File: src/rtl/core/rws_div.sv
`timescale 1ns / 1ps
`default_nettype none
// ---------------------------------------------------------------------------
// rws_div
// pipelined restoring divider, one quotient bit per stage, with side payload
// ---------------------------------------------------------------------------
module rws_div #(
   parameter int Q_W = 32,
   parameter int D_W = 19,
   parameter int P_W = 8
) (
   input  wire logic           clock,
   input  wire logic           reset,
   input  wire logic           en,
   input  wire logic           in_valid,
   input  wire logic [D_W-1:0] in_rem,   // upper numerator bits, below in_den
   input  wire logic [Q_W-1:0] in_low,   // lower numerator bits
   input  wire logic [D_W-1:0] in_den,
   input  wire logic [P_W-1:0] in_pay,
   output logic                out_valid,
   output logic [Q_W-1:0]      out_quo,
   output logic [P_W-1:0]      out_pay
);

   logic [D_W-1:0] rem_ff [Q_W];
   logic [Q_W-1:0] sh_ff  [Q_W];
   logic [D_W-1:0] den_ff [Q_W];
   logic [P_W-1:0] pay_ff [Q_W];
   logic           vld_ff [Q_W];

   for (genvar i = 0; i < Q_W; i++) begin : g_stage
      logic [D_W-1:0] rem_src;
      logic [Q_W-1:0] sh_src;
      logic [D_W-1:0] den_src;
      logic [P_W-1:0] pay_src;
      logic           vld_src;
      logic [D_W:0]   rem_w;
      logic [D_W:0]   diff;
      logic           ge;
      logic [D_W-1:0] rem_in;
      logic [Q_W-1:0] sh_in;

      if (i == 0) begin : g_first
         assign rem_src = in_rem;
         assign sh_src  = in_low;
         assign den_src = in_den;
         assign pay_src = in_pay;
         assign vld_src = in_valid;
      end else begin : g_next
         assign rem_src = rem_ff[i-1];
         assign sh_src  = sh_ff[i-1];
         assign den_src = den_ff[i-1];
         assign pay_src = pay_ff[i-1];
         assign vld_src = vld_ff[i-1];
      end

      // shift in the next numerator bit, subtract when it fits
      assign rem_w  = {rem_src, sh_src[Q_W-1]};
      assign diff   = rem_w - {1'b0, den_src};
      assign ge     = (rem_w >= {1'b0, den_src});
      assign rem_in = ge ? diff[D_W-1:0] : rem_w[D_W-1:0];
      assign sh_in  = {sh_src[Q_W-2:0], ge};

      always_ff @(posedge clock) begin
         if (reset) begin
            vld_ff[i] <= 1'b0;
         end else if (en) begin
            vld_ff[i] <= vld_src;
         end
      end

      always_ff @(posedge clock) begin
         if (en) begin
            rem_ff[i] <= rem_in;
            sh_ff[i]  <= sh_in;
            den_ff[i] <= den_src;
            pay_ff[i] <= pay_src;
         end
      end
   end

   assign out_valid = vld_ff[Q_W-1];
   assign out_quo   = sh_ff[Q_W-1];
   assign out_pay   = pay_ff[Q_W-1];

endmodule
`default_nettype wire

File: config.mk
export PLATFORM = sky130hd
export DESIGN_NAME = rws_div
export DESIGN_NICKNAME = d
export VERILOG_FILES = /design/src/rtl/core/rws_div.sv
export SDC_FILE = /design/constraint.sdc
export NUM_CORES = 2
export LEC_CHECK = 0
export ABC_AREA = 1
export BUFFER_PORTS_ARGS = -buffer_cell sky130_fd_sc_hd__buf_2
export CAP_MARGIN = 40
export CORE_AREA = 2 2 453 455
export DETAILED_ROUTE_END_ITERATION = 6
export DIE_AREA = 0 0 455 457
export PLACE_DENSITY_LB_ADDON = 0.12
export SKIP_CTS_REPAIR_TIMING = 1
export SYNTH_ARGS = -nofsm -noshare
export SYNTH_HDL_FRONTEND = slang
export SYNTH_SLANG_ARGS = --single-unit
File: constraint.sdc
create_clock -name clock -period 4.8 [get_ports clock]
set_input_delay 0.72 -clock clock [delete_from_list [all_inputs] [get_ports clock]]
set_output_delay 0.72 -clock clock [all_outputs]
set_load 0.01 [all_outputs]
==> results.cfg <==
[status]
outcome = finished, final reports clean

[yosys]
synth_nets = 12811
ys_types = 31
synth.avg_cell_area_um2 = 10.05
yosys_warnings = 0
synth_area_um2 = 121400
synthCells = 12090
synth_seq_cells = 2490
yosysSeqAreaShare = 0.6157

[final_layout]
fill_cells = 15725
stdcell_count = 15359
drive_gt1_frac = 0.04831
final_nets = 13208
seq_area_um2 = 74770
multi_input_area_um2 = 38750
synthToLayoutAreaGrowth_pct = 10.43

[run]
maxCapViolations = 0

[setup_path]
crit_path_end_kind = flip-flop
required_ps = 5400
arrival_ps = 3660
worstSetupPathType = reg -> reg
crit_path_start_kind = flip-flop
path_max_fanout = 23

[place]
io_buffers = 122
place_inst = 14846
hpwl_um = 194200
gp_congestion = 0.9634

[power]
p_per_area_nw_per_um2 = 620.0
p_leak_nw = 60.32
ir_worst_vdd_mv = 0.4615

[global_route]
grt_pass1_wl_um = 419600
grt_overflow = 0
grt_usage = 0.2551
grt_pass1_vias = 77219
grt_max_degree = 170
antenna_found_initial = 5

[clock_network]
clockBufferDepth = 4
cts_max_level = 5
cts_num_sinks = 2490
clock_latency_ps = 930
cts_made_buffers = 276
cts-root-buf = clkbuf_16
tritoncts = yes
path_clk_slew_ps = 60

[sta]
finalClockSkew_ps = 62.70
relSlewSlack = 0.2996
worstMarginPinSlew_ps = 1051
fmax_ghz = 0.3266
final.min_clock_period_ps = 3062
hold_viol_final = 0
finalMaxSlewViolations = 0
tns_ps = 0
setup_violations = 0
fin_crit_sh = 0.6380
rsz0062_at_grt = false

[detailed_routing]
wl_um = 267200
drt-initial-drc-count = 7375
vias = 80986
viasPerCell = 5.273
drc = 0
wl_per_cell_um = 17.39
drtAntennaViolNets = 0
dr.pass1.iters = 6

[die]
initial_core_util = 0.5973
num_rows = 166
core_um2 = 203300
die_h_um = 457
io_pins = 123
die_area_um2 = 207900
fp.dieW_um = 455

[hold_path]
hold_class = in -> reg
## Yosys cell counts
| library cell | n | area, µm² |
|---|---|---|
| o211ai_1 | 1 | 7.510 |
| nor3_1 | 197 | 986.0 |
| nand2_4 | 4 | 45.04 |
| buf_4 | 60 | 450.4 |
| nand2_1 | 4122 | 15470 |
| xnor2_1 | 93 | 814.5 |
| nand3b_1 | 156 | 1171 |
| o21ai_1 | 19 | 95.09 |
| edfxtp_1 | 2490 | 74770 |
| o21ai_0 | 187 | 935.9 |
| ha_1 | 608 | 7607 |
| nand2_2 | 30 | 187.7 |
| buf_6 | 33 | 371.6 |
| inv_1 | 1855 | 6963 |
| inv_2 | 31 | 116.4 |
| a21oi_1 | 355 | 1777 |
| or2_2 | 2 | 12.51 |
| nand3_1 | 650 | 3253 |
| o21bai_1 | 35 | 262.8 |
| nor4_1 | 7 | 43.79 |
| nor2_1 | 838 | 3146 |
| nand4_1 | 6 | 37.54 |
| nor3_2 | 1 | 10.01 |
| o21a_1 | 8 | 60.06 |
| clkbuf_1 | 3 | 11.26 |
| buf_2 | 1 | 5.000 |
| xor2_1 | 217 | 1901 |
| nor2_2 | 9 | 56.30 |
| inv_4 | 1 | 6.260 |
| fa_1 | 31 | 620.6 |
| and2_1 | 40 | 250.2 |
## logic make-up after synthesis
family,count (synthesis),share of synthesized area
AND/OR/NAND/NOR,6062,0.2031
flip-flops,2490,0.6157
buffers and inverters,1984,0.06524
adder cells (fa/ha/maj),639,0.06775
AO/OA/AOI/OAI,605,0.02584
XOR/XNOR,310,0.02236
## worst max-delay path, stage by stage, from the launching register on
cell and delay, ps:
edfxtp_1 440, ha_1 280, fa_1 440, nand3b_1 220, nand2_1 170, nand3_1 90
nand3_1 140, nand2_1 80, nand2_2 390, inv_2 290, nand2_1 120, nand2_1 90
## sequential cells by signal, summed over array words and instances (netlist names)
| name | flops |
|---|---|
| sh_ff | 1024 |
| den_ff | 589 |
| rem_ff | 589 |
| pay_ff | 256 |
| vld_ff | 32 |
## through the flow
stage | instance area [µm²] | worst slack, ps | util | power, mW | hold WS (ps)
after global routing | 134100 | 1520 | 0.6595 | 89.13 | 6.236
after detailed placement | 125200 | 1476 | 0.6156 | 62.99 | 404.5
final | 134100 | 1738 | 0.6595 | 83.15 | 49.67
after floorplan | 121400 | 2283 | - | 54.79 | 400.3
after CTS | 133600 | 1736 | 0.6570 | 83.30 | -103.4
after global placement | 125200 | 1469 | 0.6155 | 62.48 | 400.1
## cell type report
class,count,share of cell area
Sequential cell,2490,0.5575
Multi-Input combinational cell,7616,0.2890
Clock buffer,327,0.05388
Inverter,1887,0.05283
Tap cell,2688,0.02508
Timing Repair Buffer,216,0.01271
Clock inverter,132,0.008947
Antenna cell,3,0.00005598
## final timing paths
| path | startpoint | end | slack [ps] | depth (start not counted) |
|---|---|---|---|---|
| setup / recovery | den_ff[5][57] | rem_ff[12][12] | 1740 | 11 |
| hold / removal | in_den[11] | den_ff[0][11] | 50 | 1 |
| hold reg to reg | sh_ff[1][264] | sh_ff[1][297] | 380 | 0 |
| setup reg to reg | den_ff[5][57] | rem_ff[12][12] | 1740 | 11 |
## layer usage
metal	GRT usage	vias up	wire, µm
li1	-	40367	-
met1	0.3733	37875	123400
met2	0.4028	2261	122500
met3	0.03268	481	13930
met4	0.07050	2	7245
met5	0	-	13
## report_power, final
group / switching [mW] / internal (mW) / total [mW]
Combinational: 20.6 / 10.4 / 31.0
Clock: 8.21 / 11.7 / 20.0
Sequential: 2.69 / 29.6 / 32.2
## cells in the final DEF, fill, tap and decap left out, types with 20 or more instances in the layout
cell,n
nor3_1,197
clkinv_1,45
buf_12,20
nand3b_1,156
fa_1,31
buf_2,121
edfxtp_1,2490
nand3_1,650
o21ai_0,187
ha_1,608
nand2_1,4122
and2_1,40
buf_4,23
clkbuf_1,45
xor2_1,217
inv_1,1855
clkbuf_16,282
nand2_2,30
o21bai_1,35
a21oi_1,355
nor2_1,838
xnor2_1,93
clkinv_2,35
dlygate4sd3_1,51
inv_2,31
(Power assumes the default switching activity.)
